File: src/sv/assert_macros.svh
`ifndef ASSERT_MACROS_SVH
`define ASSERT_MACROS_SVH

// same-cycle implication, checked outside reset
`define CSVP_ASSERT_NOW(label, clk, rst_n, ante, cons) \
  label: assert property (@(posedge clk) disable iff (!rst_n) (ante) |-> (cons)) \
    else $error("csvp assertion failed");

// next-cycle implication, checked outside reset
`define CSVP_ASSERT_NEXT(label, clk, rst_n, ante, cons) \
  label: assert property (@(posedge clk) disable iff (!rst_n) (ante) |=> (cons)) \
    else $error("csvp assertion failed");

`endif

File: src/sv/csvp_pkg.sv
`timescale 1ns / 1ps
package csvp_pkg;

  localparam int ACC_WIDTH_DEF = 64;
  localparam int QUEUE_DEPTH   = 2;

  localparam logic [7:0] CH_NUL   = 8'h00;
  localparam logic [7:0] CH_TAB   = 8'h09;
  localparam logic [7:0] CH_NL    = 8'h0A;
  localparam logic [7:0] CH_VT    = 8'h0B;
  localparam logic [7:0] CH_FF    = 8'h0C;
  localparam logic [7:0] CH_CR    = 8'h0D;
  localparam logic [7:0] CH_SPACE = 8'h20;
  localparam logic [7:0] CH_HASH  = 8'h23;
  localparam logic [7:0] CH_PLUS  = 8'h2B;
  localparam logic [7:0] CH_COMMA = 8'h2C;
  localparam logic [7:0] CH_MINUS = 8'h2D;
  localparam logic [7:0] CH_SLASH = 8'h2F;
  localparam logic [7:0] CH_0     = 8'h30;
  localparam logic [7:0] CH_1     = 8'h31;
  localparam logic [7:0] CH_7     = 8'h37;
  localparam logic [7:0] CH_8     = 8'h38;
  localparam logic [7:0] CH_9     = 8'h39;
  localparam logic [7:0] CH_UC_A  = 8'h41;
  localparam logic [7:0] CH_UC_F  = 8'h46;
  localparam logic [7:0] CH_UC_X  = 8'h58;
  localparam logic [7:0] CH_LC_A  = 8'h61;
  localparam logic [7:0] CH_LC_F  = 8'h66;
  localparam logic [7:0] CH_LC_X  = 8'h78;

  // character classes seen by the parser
  typedef enum logic [3:0] {
    CC_OTHER, CC_WS, CC_VTFF, CC_NL, CC_CR, CC_NUL, CC_HASH, CC_SLASH,
    CC_PLUS, CC_MINUS, CC_COMMA, CC_ZERO, CC_OCT, CC_DEC, CC_HEX, CC_X
  } char_class_t;

  typedef enum logic [3:0] {
    PH_LINE_START, PH_LINE_SLASH, PH_SKIP_LINE, PH_FIELD_WS, PH_LEAD,
    PH_SIGN, PH_ZERO, PH_ZERO_X, PH_DIGITS, PH_TAIL
  } phase_t;

  typedef enum logic [1:0] {
    RADIX_DEC, RADIX_OCT, RADIX_HEX
  } radix_t;

  typedef struct packed {
    char_class_t cls;
    logic [3:0]  digit;
    logic        last;
  } char_item_t;

endpackage

File: src/sv/csvp_front.sv
`timescale 1ns / 1ps
module csvp_front (
  input  logic                in_tvalid,
  output logic                in_tready,
  input  logic [7:0]          in_tdata,
  input  logic                in_tlast,
  input  logic                q_full,
  output logic                push,
  output csvp_pkg::char_item_t push_item
);
  import csvp_pkg::*;

  char_class_t cls;
  logic [3:0]  digit;

  always_comb begin
    digit = in_tdata[3:0];
    if ((in_tdata >= CH_LC_A && in_tdata <= CH_LC_F) ||
        (in_tdata >= CH_UC_A && in_tdata <= CH_UC_F)) begin
      digit = {1'b0, in_tdata[2:0]} + 4'd9;
    end
  end

  always_comb begin
    cls = CC_OTHER;
    if (in_tdata == CH_SPACE || in_tdata == CH_TAB) cls = CC_WS;
    else if (in_tdata == CH_VT || in_tdata == CH_FF) cls = CC_VTFF;
    else if (in_tdata == CH_NL) cls = CC_NL;
    else if (in_tdata == CH_CR) cls = CC_CR;
    else if (in_tdata == CH_NUL) cls = CC_NUL;
    else if (in_tdata == CH_HASH) cls = CC_HASH;
    else if (in_tdata == CH_SLASH) cls = CC_SLASH;
    else if (in_tdata == CH_PLUS) cls = CC_PLUS;
    else if (in_tdata == CH_MINUS) cls = CC_MINUS;
    else if (in_tdata == CH_COMMA) cls = CC_COMMA;
    else if (in_tdata == CH_0) cls = CC_ZERO;
    else if (in_tdata >= CH_1 && in_tdata <= CH_7) cls = CC_OCT;
    else if (in_tdata == CH_8 || in_tdata == CH_9) cls = CC_DEC;
    else if ((in_tdata >= CH_LC_A && in_tdata <= CH_LC_F) ||
             (in_tdata >= CH_UC_A && in_tdata <= CH_UC_F)) cls = CC_HEX;
    else if (in_tdata == CH_LC_X || in_tdata == CH_UC_X) cls = CC_X;
  end

  assign in_tready       = !q_full;
  assign push            = in_tvalid && !q_full;
  assign push_item.cls   = cls;
  assign push_item.digit = digit;
  assign push_item.last  = in_tlast;

endmodule

File: src/sv/csvp_queue.sv
`timescale 1ns / 1ps
`include "assert_macros.svh"
module csvp_queue #(
  parameter int DEPTH = csvp_pkg::QUEUE_DEPTH
) (
  input  logic                 clk,
  input  logic                 rst_n,
  input  logic                 push,
  input  csvp_pkg::char_item_t push_item,
  output logic                 full,
  output logic                 not_empty,
  input  logic                 pop_req,
  output csvp_pkg::char_item_t head_item
);
  import csvp_pkg::*;

  localparam int PW = (DEPTH > 1) ? $clog2(DEPTH) : 1;
  localparam int CW = $clog2(DEPTH + 1);

  char_item_t    mem [DEPTH];
  logic [PW-1:0] wr_ptr_r, wr_ptr_nxt;
  logic [PW-1:0] rd_ptr_r, rd_ptr_nxt;
  logic [CW-1:0] count_r, count_nxt;
  logic          pop;

  assign full      = (count_r == CW'(DEPTH));
  assign not_empty = (count_r != '0);
  assign pop       = pop_req && not_empty;
  assign head_item = mem[rd_ptr_r];

  always_comb begin
    wr_ptr_nxt = wr_ptr_r;
    rd_ptr_nxt = rd_ptr_r;
    count_nxt  = count_r;
    if (push) wr_ptr_nxt = (wr_ptr_r == PW'(DEPTH - 1)) ? '0 : wr_ptr_r + 1'b1;
    if (pop)  rd_ptr_nxt = (rd_ptr_r == PW'(DEPTH - 1)) ? '0 : rd_ptr_r + 1'b1;
    if (push && !pop) count_nxt = count_r + 1'b1;
    else if (pop && !push) count_nxt = count_r - 1'b1;
  end

  always_ff @(posedge clk) begin
    if (!rst_n) begin
      wr_ptr_r <= '0;
      rd_ptr_r <= '0;
      count_r  <= '0;
    end else begin
      wr_ptr_r <= wr_ptr_nxt;
      rd_ptr_r <= rd_ptr_nxt;
      count_r  <= count_nxt;
    end
  end

  always_ff @(posedge clk) begin
    if (push) mem[wr_ptr_r] <= push_item;
  end

  `CSVP_ASSERT_NEXT(a_q_grow, clk, rst_n, push && !pop, count_r == $past(count_r) + 1'b1)
  `CSVP_ASSERT_NOW(a_q_no_push_full, clk, rst_n, full, !push)
  `CSVP_ASSERT_NEXT(a_q_shrink, clk, rst_n, pop && !push, count_r == $past(count_r) - 1'b1)

endmodule

File: src/sv/csvp_back.sv
`timescale 1ns / 1ps
`include "assert_macros.svh"
module csvp_back #(
  parameter int ACC_WIDTH = csvp_pkg::ACC_WIDTH_DEF
) (
  input  logic                 clk,
  input  logic                 rst_n,
  input  logic                 item_valid,
  input  csvp_pkg::char_item_t item,
  output logic                 item_take,
  output logic                 out_tvalid,
  input  logic                 out_tready,
  output logic [31:0]          out_tdata,
  output logic [0:0]           out_tuser
);
  import csvp_pkg::*;

  localparam int MW = ACC_WIDTH + 4;

  phase_t               phase_r, phase_nxt, ph_w;
  radix_t               radix_r, radix_nxt, rad_w;
  logic                 neg_r, neg_nxt, neg_w;
  logic [ACC_WIDTH-1:0] acc_r, acc_nxt, acc_w;
  logic                 ovf_r, ovf_nxt, ovf_w;
  logic                 lcr_r, lcr_nxt, lcr_w;
  logic                 out_valid_r, out_valid_nxt;
  logic [31:0]          out_num_r, out_num_nxt;
  logic                 out_sat_r, out_sat_nxt;

  logic          step, sf, fin, emit_w, emit;
  logic          dig_ok;
  logic [MW-1:0] acc_ext, mul, mac;
  logic          mac_ovf;
  logic [31:0]   low_w;

  assign item_take = item_valid && (!out_valid_r || out_tready);
  assign step      = item_take;

  // one multiply-accumulate step, widened so the overflow shows in the top bits
  always_comb begin
    acc_ext = MW'(acc_r);
    case (radix_r)
      RADIX_HEX: mul = acc_ext << 4;
      RADIX_OCT: mul = acc_ext << 3;
      default:   mul = (acc_ext << 3) + (acc_ext << 1);
    endcase
    mac     = mul + MW'(item.digit);
    mac_ovf = |mac[MW-1:ACC_WIDTH];
  end

  always_comb begin
    case (radix_r)
      RADIX_HEX: dig_ok = (item.cls inside {CC_ZERO, CC_OCT, CC_DEC, CC_HEX});
      RADIX_OCT: dig_ok = (item.cls inside {CC_ZERO, CC_OCT});
      default:   dig_ok = (item.cls inside {CC_ZERO, CC_OCT, CC_DEC});
    endcase
  end

  always_comb begin
    ph_w   = phase_r;
    rad_w  = radix_r;
    neg_w  = neg_r;
    acc_w  = acc_r;
    ovf_w  = ovf_r;
    lcr_w  = lcr_r;
    sf     = 1'b0;
    fin    = 1'b0;
    emit_w = 1'b0;

    unique case (phase_r)
      PH_LINE_START: begin
        if (item.cls == CC_WS) ph_w = PH_LINE_START;
        else if (item.cls inside {CC_CR, CC_NUL}) ph_w = PH_SKIP_LINE;
        else if (item.cls == CC_NL) ph_w = PH_LINE_START;
        else if (item.cls == CC_HASH) ph_w = PH_SKIP_LINE;
        else if (item.cls == CC_SLASH) begin
          rad_w = RADIX_DEC;
          neg_w = 1'b0;
          acc_w = '0;
          ovf_w = 1'b0;
          lcr_w = 1'b0;
          ph_w  = PH_LINE_SLASH;
        end else sf = 1'b1;
      end
      PH_LINE_SLASH: begin
        if (item.cls == CC_SLASH) ph_w = PH_SKIP_LINE;
        else fin = 1'b1;
      end
      PH_SKIP_LINE: begin
        if (item.cls == CC_NL) ph_w = PH_LINE_START;
      end
      PH_FIELD_WS: begin
        if (item.cls == CC_WS) ph_w = PH_FIELD_WS;
        else if (item.cls inside {CC_CR, CC_NUL}) ph_w = PH_SKIP_LINE;
        else if (item.cls == CC_NL) ph_w = PH_LINE_START;
        else sf = 1'b1;
      end
      PH_LEAD: begin
        if (item.cls inside {CC_WS, CC_VTFF}) ph_w = PH_LEAD;
        else if (item.cls == CC_CR) lcr_w = 1'b1;
        else if (item.cls inside {CC_PLUS, CC_MINUS}) begin
          neg_w = (item.cls == CC_MINUS);
          ph_w  = PH_SIGN;
        end else if (item.cls == CC_ZERO) ph_w = PH_ZERO;
        else if (item.cls inside {CC_OCT, CC_DEC}) begin
          acc_w = ACC_WIDTH'(item.digit);
          ph_w  = PH_DIGITS;
        end else fin = 1'b1;
      end
      PH_SIGN: begin
        if (item.cls == CC_ZERO) ph_w = PH_ZERO;
        else if (item.cls inside {CC_OCT, CC_DEC}) begin
          acc_w = ACC_WIDTH'(item.digit);
          ph_w  = PH_DIGITS;
        end else fin = 1'b1;
      end
      PH_ZERO: begin
        if (item.cls inside {CC_ZERO, CC_OCT}) begin
          rad_w = RADIX_OCT;
          acc_w = ACC_WIDTH'(item.digit);
          ph_w  = PH_DIGITS;
        end else if (item.cls == CC_X) ph_w = PH_ZERO_X;
        else fin = 1'b1;
      end
      PH_ZERO_X: begin
        if (item.cls inside {CC_ZERO, CC_OCT, CC_DEC, CC_HEX}) begin
          rad_w = RADIX_HEX;
          acc_w = ACC_WIDTH'(item.digit);
          ph_w  = PH_DIGITS;
        end else fin = 1'b1;
      end
      PH_DIGITS: begin
        if (dig_ok) begin
          if (!ovf_r) begin
            if (mac_ovf) ovf_w = 1'b1;
            else acc_w = mac[ACC_WIDTH-1:0];
          end
        end else fin = 1'b1;
      end
      PH_TAIL: fin = 1'b1;
      default: ph_w = PH_LINE_START;
    endcase

    // first character of a field
    if (sf) begin
      rad_w = RADIX_DEC;
      neg_w = 1'b0;
      acc_w = '0;
      ovf_w = 1'b0;
      lcr_w = 1'b0;
      if (item.cls == CC_VTFF) ph_w = PH_LEAD;
      else if (item.cls inside {CC_PLUS, CC_MINUS}) begin
        neg_w = (item.cls == CC_MINUS);
        ph_w  = PH_SIGN;
      end else if (item.cls == CC_ZERO) ph_w = PH_ZERO;
      else if (item.cls inside {CC_OCT, CC_DEC}) begin
        acc_w = ACC_WIDTH'(item.digit);
        ph_w  = PH_DIGITS;
      end else fin = 1'b1;
    end

    // number part done: decide where the field ends
    if (fin) begin
      emit_w = 1'b1;
      if (item.cls == CC_NL) ph_w = PH_LINE_START;
      else if (lcr_w || item.cls == CC_CR || item.cls == CC_NUL) ph_w = PH_SKIP_LINE;
      else if (item.cls == CC_COMMA) ph_w = PH_FIELD_WS;
      else begin
        ph_w   = PH_TAIL;
        emit_w = 1'b0;
      end
    end
  end

  always_comb begin
    emit = emit_w || (item.last && !(ph_w inside {PH_LINE_START, PH_SKIP_LINE, PH_FIELD_WS}));
    low_w = acc_w[31:0];
    if (neg_w) low_w = 32'd0 - acc_w[31:0];

    phase_nxt     = phase_r;
    radix_nxt     = radix_r;
    neg_nxt       = neg_r;
    acc_nxt       = acc_r;
    ovf_nxt       = ovf_r;
    lcr_nxt       = lcr_r;
    out_valid_nxt = out_valid_r && !out_tready;
    out_num_nxt   = out_num_r;
    out_sat_nxt   = out_sat_r;

    if (step) begin
      phase_nxt = item.last ? PH_LINE_START : ph_w;
      if (emit || item.last) begin
        radix_nxt = RADIX_DEC;
        neg_nxt   = 1'b0;
        acc_nxt   = '0;
        ovf_nxt   = 1'b0;
        lcr_nxt   = 1'b0;
      end else begin
        radix_nxt = rad_w;
        neg_nxt   = neg_w;
        acc_nxt   = acc_w;
        ovf_nxt   = ovf_w;
        lcr_nxt   = lcr_w;
      end
      if (emit) begin
        out_valid_nxt = 1'b1;
        out_num_nxt   = ovf_w ? '1 : low_w;
        out_sat_nxt   = ovf_w;
      end
    end
  end

  always_ff @(posedge clk) begin
    if (!rst_n) begin
      phase_r     <= PH_LINE_START;
      radix_r     <= RADIX_DEC;
      neg_r       <= 1'b0;
      acc_r       <= '0;
      ovf_r       <= 1'b0;
      lcr_r       <= 1'b0;
      out_valid_r <= 1'b0;
    end else begin
      phase_r     <= phase_nxt;
      radix_r     <= radix_nxt;
      neg_r       <= neg_nxt;
      acc_r       <= acc_nxt;
      ovf_r       <= ovf_nxt;
      lcr_r       <= lcr_nxt;
      out_valid_r <= out_valid_nxt;
    end
  end

  always_ff @(posedge clk) begin
    out_num_r <= out_num_nxt;
    out_sat_r <= out_sat_nxt;
  end

  assign out_tvalid   = out_valid_r;
  assign out_tdata    = out_num_r;
  assign out_tuser[0] = out_sat_r;

  `CSVP_ASSERT_NOW(a_sat_all_ones, clk, rst_n, out_valid_r && out_sat_r, out_num_r == 32'hFFFF_FFFF)
  `CSVP_ASSERT_NEXT(a_last_restarts, clk, rst_n, step && item.last, phase_r == PH_LINE_START && acc_r == '0)
  `CSVP_ASSERT_NEXT(a_emit_shows, clk, rst_n, step && emit, out_valid_r)

endmodule

File: src/sv/csv_integer_stream_parser.sv
`timescale 1ns / 1ps
// path: an accepted byte goes into the byte queue; the back end takes it from the queue head
// and registers the result that drives out_tvalid; throughput: one byte per clock unless a
// stall on out_tready holds the back end, and then the two-entry byte queue fills up behind it
// reset: synchronous, active low; clears the queue, the parse state (line start, empty field)
// and the result valid flag; no clearing pass, the block takes bytes right after reset
module csv_integer_stream_parser #(
  parameter int ACC_WIDTH   = csvp_pkg::ACC_WIDTH_DEF,
  parameter int QUEUE_DEPTH = csvp_pkg::QUEUE_DEPTH
) (
  input  logic        clk,
  input  logic        rst_n,
  // request side: one text character per request
  input  logic        in_tvalid,
  output logic        in_tready,
  input  logic [7:0]  in_tdata,   // [7:0] byte_in
  input  logic        in_tlast,   // final_byte, last character of the file
  // result side: one parsed field per request
  output logic        out_tvalid,
  input  logic        out_tready,
  output logic [31:0] out_tdata,  // [31:0] number
  output logic [0:0]  out_tuser   // [0] saturated
);
  import csvp_pkg::*;

  // front end to queue
  logic       push;
  char_item_t push_item;
  logic       q_full;

  // queue to back end
  logic       q_not_empty;
  logic       take;
  char_item_t head_item;

  // front end: character classification and the input handshake
  csvp_front u_front (
    .in_tvalid (in_tvalid),
    .in_tready (in_tready),
    .in_tdata  (in_tdata),
    .in_tlast  (in_tlast),
    .q_full    (q_full),
    .push      (push),
    .push_item (push_item)
  );

  // short queue so the input side keeps flowing while a result waits
  csvp_queue #(
    .DEPTH (QUEUE_DEPTH)
  ) u_queue (
    .clk       (clk),
    .rst_n     (rst_n),
    .push      (push),
    .push_item (push_item),
    .full      (q_full),
    .not_empty (q_not_empty),
    .pop_req   (take),
    .head_item (head_item)
  );

  // back end: line/field state machine, accumulator and result register
  csvp_back #(
    .ACC_WIDTH (ACC_WIDTH)
  ) u_back (
    .clk        (clk),
    .rst_n      (rst_n),
    .item_valid (q_not_empty),
    .item       (head_item),
    .item_take  (take),
    .out_tvalid (out_tvalid),
    .out_tready (out_tready),
    .out_tdata  (out_tdata),
    .out_tuser  (out_tuser)
  );

endmodule
File: config.mk
export PLATFORM = sky130hd
export DESIGN_NAME = csv_integer_stream_parser
export DESIGN_NICKNAME = d
export VERILOG_FILES = /design/src/sv/csvp_pkg.sv /design/src/sv/csvp_front.sv /design/src/sv/csvp_queue.sv /design/src/sv/csvp_back.sv /design/src/sv/csv_integer_stream_parser.sv
export VERILOG_INCLUDE_DIRS = /design/src /design/src/sv
export SDC_FILE = /design/constraint.sdc
export NUM_CORES = 1
export LEC_CHECK = 0
export BUFFER_PORTS_ARGS = -buffer_cell sky130_fd_sc_hd__buf_2
export CORE_MARGIN = 2
export CORE_UTILIZATION = 45
export DETAILED_ROUTE_END_ITERATION = 16
export GPL_TIMING_DRIVEN = 0
export PLACE_DENSITY = 0.59
export SETUP_SLACK_MARGIN = 0.05
export SLEW_MARGIN = 20
export SYNTH_ARGS = -nofsm -noshare
export SYNTH_HDL_FRONTEND = slang
export SYNTH_SLANG_ARGS = --single-unit
File: constraint.sdc
create_clock -name clk -period 25.5 [get_ports clk]
set_input_delay 5.1 -clock clk [delete_from_list [all_inputs] [get_ports clk]]
set_output_delay 5.1 -clock clk [all_outputs]
set_load 0.05 [all_outputs]
After elaboration in Yosys (flattened, before gate mapping):

Memories as Yosys holds them, arrays and structs flattened. A register that Yosys moved wholly into a read port is not among the register bits.
Cells that the tools add are included.

* register bits after elaboration: 111
* RAM bits: 18
* memories kept: 1
* input port bits: 13
* output and inout bits: 35
* word-level logic and storage cells: 283

* mux-type cells: 151
* magnitude comparators: 6
* add/sub/neg operators: 8
* equality and inequality tests: 58
* reductions and logical operators: 46

Memories
* u_queue.mem: depth 2, bits a word 9, read ports 1, clocked after Yosys merged registers in 1, wr ports 1, RTL line csvp_queue.sv:20 `char_item_t mem [DEPTH];`

Operators by type and width (count)
* $mux 64: 20
* $pmux 64 s6: 1
* $mux 4: 44
* $pmux 68 s2: 1
* $eq 8x6->1 const B: 9
* $add 67x65->68: 1
* $add 68x4->68: 1
* $mux 1: 65
* $eq 4x4->1 const B: 10
* $eq 8x4->1 const B: 5
* $pmux 4 s9: 1
* $eq 4x3->1 const B: 8
* $mux 32: 1
* $ne 4x3->1 const B: 8
* $sub 1x32->32 const A: 1
* $eq 4x2->1 const B: 6
* $mux 2: 11
* $eq 8x7->1 const B: 2
* $ge 8x7->1 const B: 2
* $le 8x7->1 const B: 2
* $ne 4x1->1 const B: 4
* $reduce_and 15->1: 1
* $reduce_bool 2->1: 7
* $logic_and 1x1->1: 10
* 25 further kinds: 48

Logic depth before layout (Yosys ltp):

* word-level depth: 22
* depth in mapped cells: 35
* gate-level depth less buffers: 25

Hierarchy:

A second synthesis with hierarchy kept.

* cell total of the unflattened synthesis: 2182
* area, all modules: 15984.1 um^2

By module, submodules not included
* csvp_back: area each 14485.1 um^2, cells each 2038, seq. area each 2472.4 um^2, instances 1
* csvp_queue: area each 867.1 um^2, cells each 50, seq. area each 640.6 um^2, instances 1
* csvp_front: area each 631.9 um^2, cells each 94, seq. area each 0.0 um^2, instances 1

Worst setup path before layout:

Ideal clock, no wire load.

* path kind: input-to-reg
* start point: input out_tready
* end point: register u_back.out_num_r[0], in the netlist u_back.out_tdata[0] (enable)
* arrival: 8105 ps
* path buffers: 2
* setup slack: 16928 ps
* library setup time: 467 ps
* stages: 5
* required time: 25033 ps
* cell sequence: nor2b_1 o21bai_1 clkbuf_1 clkbuf_1 nor3_1

* longest elaborated chain between the ends: 3

RTL lines
* start, declared: RTL line csv_integer_stream_parser.sv:20 `input logic out_tready,`
* $logic_or 1x1->1: RTL line csvp_back.sv:36 `assign item_take = item_valid && (!out_valid_r || out_tready);`
* $logic_and 1x1->1: RTL line csvp_back.sv:36
* $reduce_and 2->1 (no line)
* end signal, assigned: RTL line csvp_back.sv:234 `out_num_r <= out_num_nxt;`
* end, declared: RTL line csvp_back.sv:27 `logic [31:0] out_num_r, out_num_nxt;`

No other way between the ends.
A chain may end at the register's enable or synchronous reset.

Worst setup path after layout:

* start point: register u_back.radix_r[0]
* end point: register u_back.out_num_r[28], in the netlist u_back.out_tdata[28], data pin

* longest elaborated chain between the ends: 11
* elaborated cells on any way between the ends: 18
* those cells by class: add/sub: 2; eq/ne: 2; mux: 13; reduce/logical: 1

RTL lines
* start, declared: RTL line csvp_back.sv:21 `radix_t radix_r, radix_nxt, rad_w;`
* start signal, assigned: RTL line csvp_back.sv:224 `radix_r <= radix_nxt;`
* $eq 2x1->1 or $eq 2x2->1 (tied branches): RTL line csvp_back.sv:42, csvp_back.sv:52
* $pmux 68 s2: RTL line csvp_back.sv:42 `case (radix_r)`
* $add 68x4->68: RTL line csvp_back.sv:47 `mac = mul + MW'(item.digit);`
* $reduce_or 4->1: RTL line csvp_back.sv:48 `mac_ovf = |mac[MW-1:ACC_WIDTH];`
* $mux 64: RTL line csvp_back.sv:135 `if (mac_ovf) ovf_w = 1'b1;`
* $mux 64: RTL line csvp_back.sv:134 `if (!ovf_r) begin`
* $mux 64: RTL line csvp_back.sv:133 `if (dig_ok) begin`
* $pmux 64 s6: RTL line csvp_back.sv:70 `unique case (phase_r)`
* $mux 64: RTL line csvp_back.sv:145 `if (sf) begin`
* $sub 1x32->32: RTL line csvp_back.sv:178 `if (neg_w) low_w = 32'd0 - acc_w[31:0];`
* $mux 32: RTL line csvp_back.sv:178

Several ways; a longest one is shown, not always the timed one. The select of a mux whose other input is x is not followed.

==> impl_results.md <==
* Status: finished clean
* Pwr dens at slightly below 60 mW/mm²
* Max clock buf depth at 2
* Crit start category: flop
* Final Wtd Congestion at approximately 1.0
* Multi-input logic area at between 0.01 and 0.015 mm²
* Pin count of the biggest net entering global routing at 17
* # Max-Cap Violations at 0
* CP Launch Point: u_back.radix_r[0]
* RSZ-0062 raised after global routing: false
* Setup CP Type: reg -> reg
* Vias in the first global route at ~17k
* Number of I/O pins at 48
* Lkg Pwr at between 6 and 7 nW
* Top-count cell post-synth: nand2_1
* Initial antenna violation count at 1
* Clock Tree Root: clkbuf_16
* Storage element area at just over 0.003 mm²
* Fin nets at approximately 2.3k
* Crit-path max cell delay at between 800 and 900 ps
* Via density per instance at ~6.8
* Resize count post-CTS at 0
* Most frequent cells after synthesis: nand2_1, nor2_1, a21oi_1
* Synth area leader: dfxtp_1
* Worst path slowest cell: nor4_1
* Yosys reg bits at 130
* CTS Hold Bufs at 0
* Warnings, synthesis at 0
* Hold wc startpoint: u_back.lcr_r
* Routed via count at between 15k and 20k
* Number of library cell types mapped by synthesis at 100
* Worst Hold Margin at between 400 and 500 ps
* CP endpoint kind: flop
* Die Span X at 191 µm
* Fin. Hold Viols at 0
* Final period util at 0.538
* Layout cells sized above 1 at 0.0724
* Post-Route Setup TNS at 0 ps
* Pre-Repair DR Iteration Count at 6
* Number of buffers added on ports at 43
* Grt total ovfl at 0
* GRT Util Overall at 0.359
* Clock Sinks at between 100 and 150
* Worst Hold Class: reg -> reg
* Post-CTS Setup Inserts at 0
* R2R Path Start: u_back.radix_r[0]
* DR iter-0 viols at ~2.3k
* Wire per inst at approximately 24 µm
* # diodes at 0
* Peak supply drop at roughly 89 µV
* FILL cells at about 3.5k
* Post-DP HPWL at between 50000 and 60000 µm
* Synth top area cells: dfxtp_1, edfxtp_1, nand2_1
* Most used cell along the critical path: clkbuf_1
* F_max at between 70 and 80 MHz
* Crit-path max FO at 10
* CP required at between 20000 and 30000 ps
* Primary FF master, synth: dfxtp_1
* Headroom to the max-slew limit at 0.275
* WP buf/inv at 13
* Die ar. at ~0.037 mm²
* TritonCTS Buffers at 17
* Seq/Total Area, Yosys at 0.197
* Max H-tree Level at 4
* Worst-path clk slew at roughly 60 ps
* Cells after Synth at about 2.2k
* Avg Cell Area, Syn at 7.21 µm²
* Starting Density at 0.457
* Async S/R FF share, synth at 0
* # setup viols final at 0
* CP delay by family, top: buffers and inverters
* Arr. time, crit path at around 14000 ps
* Mux contribution to synthesized area at 0.0234
* Syn_nets at approximately 2.3k
* Core area at 0.0345 mm²
* Adder-cell share of the synthesized area at 0.0612
* Area delta synth->final at 9.09%
* Synthesized area at 0.0158 mm²
* Clk_lat worst skew at 450 ps
* Area fraction in compound gates after synthesis at 0.311
* Min Tclk post-route at approximately 14000 ps
* First-pass GRT wire length at about 100000 µm
* Simple-gate portion of the synthesized area at 0.308
* Post-synth EDFFs at 51
* Largest family of logic cells by synthesized area: compound AO/OA/AOI/OAI gates
* CTS tree: built
* Skew final at around 18 ps
* XOR/XNOR share of the synthesized area at 0.0544
* Slew Viols, Final at 0
* Die Height at around 190 µm
* # DRC at 0
* Worst Tran Pin Value at between 1000 and 1500 ps
* # rows at slightly below 70
* Final ANT Viol Nets at 0
* Area share of the largest cell type after synthesis at 0.100
* Routed WL at about 67000 µm
[kinds of logic (layout without fill, tap and decap cells)]
family / count (synthesis) / after routing
flops: 130 / 130
xor+xnor: 98 / 98
compound gates: 731 / 731
fa+ha+maj: 76 / 76
simple gates: 944 / 944
buf+inv: 174 / 252
mux: 35 / 35
[worst reg2reg max path: cells and delay by family (launching register included)]
family | cells | cell delay, ps
AND/OR/NAND/NOR | 11 | 4440
adder cells (fa/ha/maj) | 3 | 1130
AO/OA/AOI/OAI | 5 | 1510
multiplexers | 1 | 280
buffers and inverters | 13 | 5820
flip-flops | 1 | 330
[through the flow]
stage,instances,area [µm²],util,worst slack (ps),power (mW)
4_1_cts,2721,17200,0.498,12300,1.01
6_report,2721,17200,0.498,11780,1.02
3_3_place_gp,2686,16600,0.479,12470,0.742
2_1_floorplan,2188,15800,-,16930,0.612
3_5_place_dp,2689,16600,0.480,12390,0.747
5_1_grt,2721,17200,0.498,11070,1.06
[routing by layer]
layer	GRT usage	part of all wire
met1	0.488	0.42
met3	0.0683	0.098
met5	0	0.00017
met2	0.554	0.44
met4	0.150	0.044
[cell type report]
class                   instances  share of cell area
inverters                      27             0.00589
clock buffers                  23              0.0309
repair buffers                 46              0.0138
well taps                     455              0.0331
clock inverters                 9             0.00516
flip-flops and latches        130               0.181
multi-input cells            1884               0.696
plain buffers                 147              0.0347
[state kept, by name (all words and copies together) (netlist names), 2 cells and up, named ones only]
| name | count |
|---|---|
| u_queue.mem | 18 |
| u_back.out_tdata | 32 |
| u_back.radix_r | 2 |
| u_queue.count_r | 2 |
| u_back.acc_r | 64 |
| u_back.phase_r | 4 |
[where the power goes]
part | internal (mW) | switching (mW) | leakage, nW
sequential | 0.259 | 0.00929 | 1.12
clock | 0.157 | 0.100 | 0.302
combinational | 0.113 | 0.377 | 4.77
total | 0.529 | 0.487 | 6.20
[placed cells by master (no fill, tap or decap), types with 12 or more instances in the layout]
cell       Yosys  final
xnor2_1       59     59
nor3_1        65     64
clkbuf_16      0     20
and3_1        22     22
mux2_2        15     15
a22oi_1       70     70
a211oi_1      19     19
nor4_1        18     18
a21o_1        27     27
nor2_1       201    201
nand2b_1      18     18
or3_1         24     24
o21a_1        15     15
a31oi_1       48     48
a221oi_1      50     50
mux2i_1       20     20
a221o_1       12     12
nand4_1       59     59
buf_2         29     72
inv_1         27     27
buf_1         20     20
o21ai_0      153    153
or4_1         18     18
xor2_1        39     39
nor2b_1       62     62
nand2_1      251    251
dfxtp_1       79     79
edfxtp_1      51     51
clkbuf_1      95     96
nand3_1       66     66
o21ai_1       12     12
a21oi_1      159    159
and2_1        57     57
o31ai_1       12     12
ha_1          74     74
o211ai_1      27     27
[path summary, 6_finish.rpt]
kind	endpoint	slack, ps	cells past startpoint
hold / removal	u_back.lcr_r	490	2
setup / recovery	u_back.out_tdata[28]	11780	33
hold reg to reg	u_back.lcr_r	490	2
setup reg to reg	u_back.out_tdata[28]	11780	33
(Power assumes the default switching activity.)
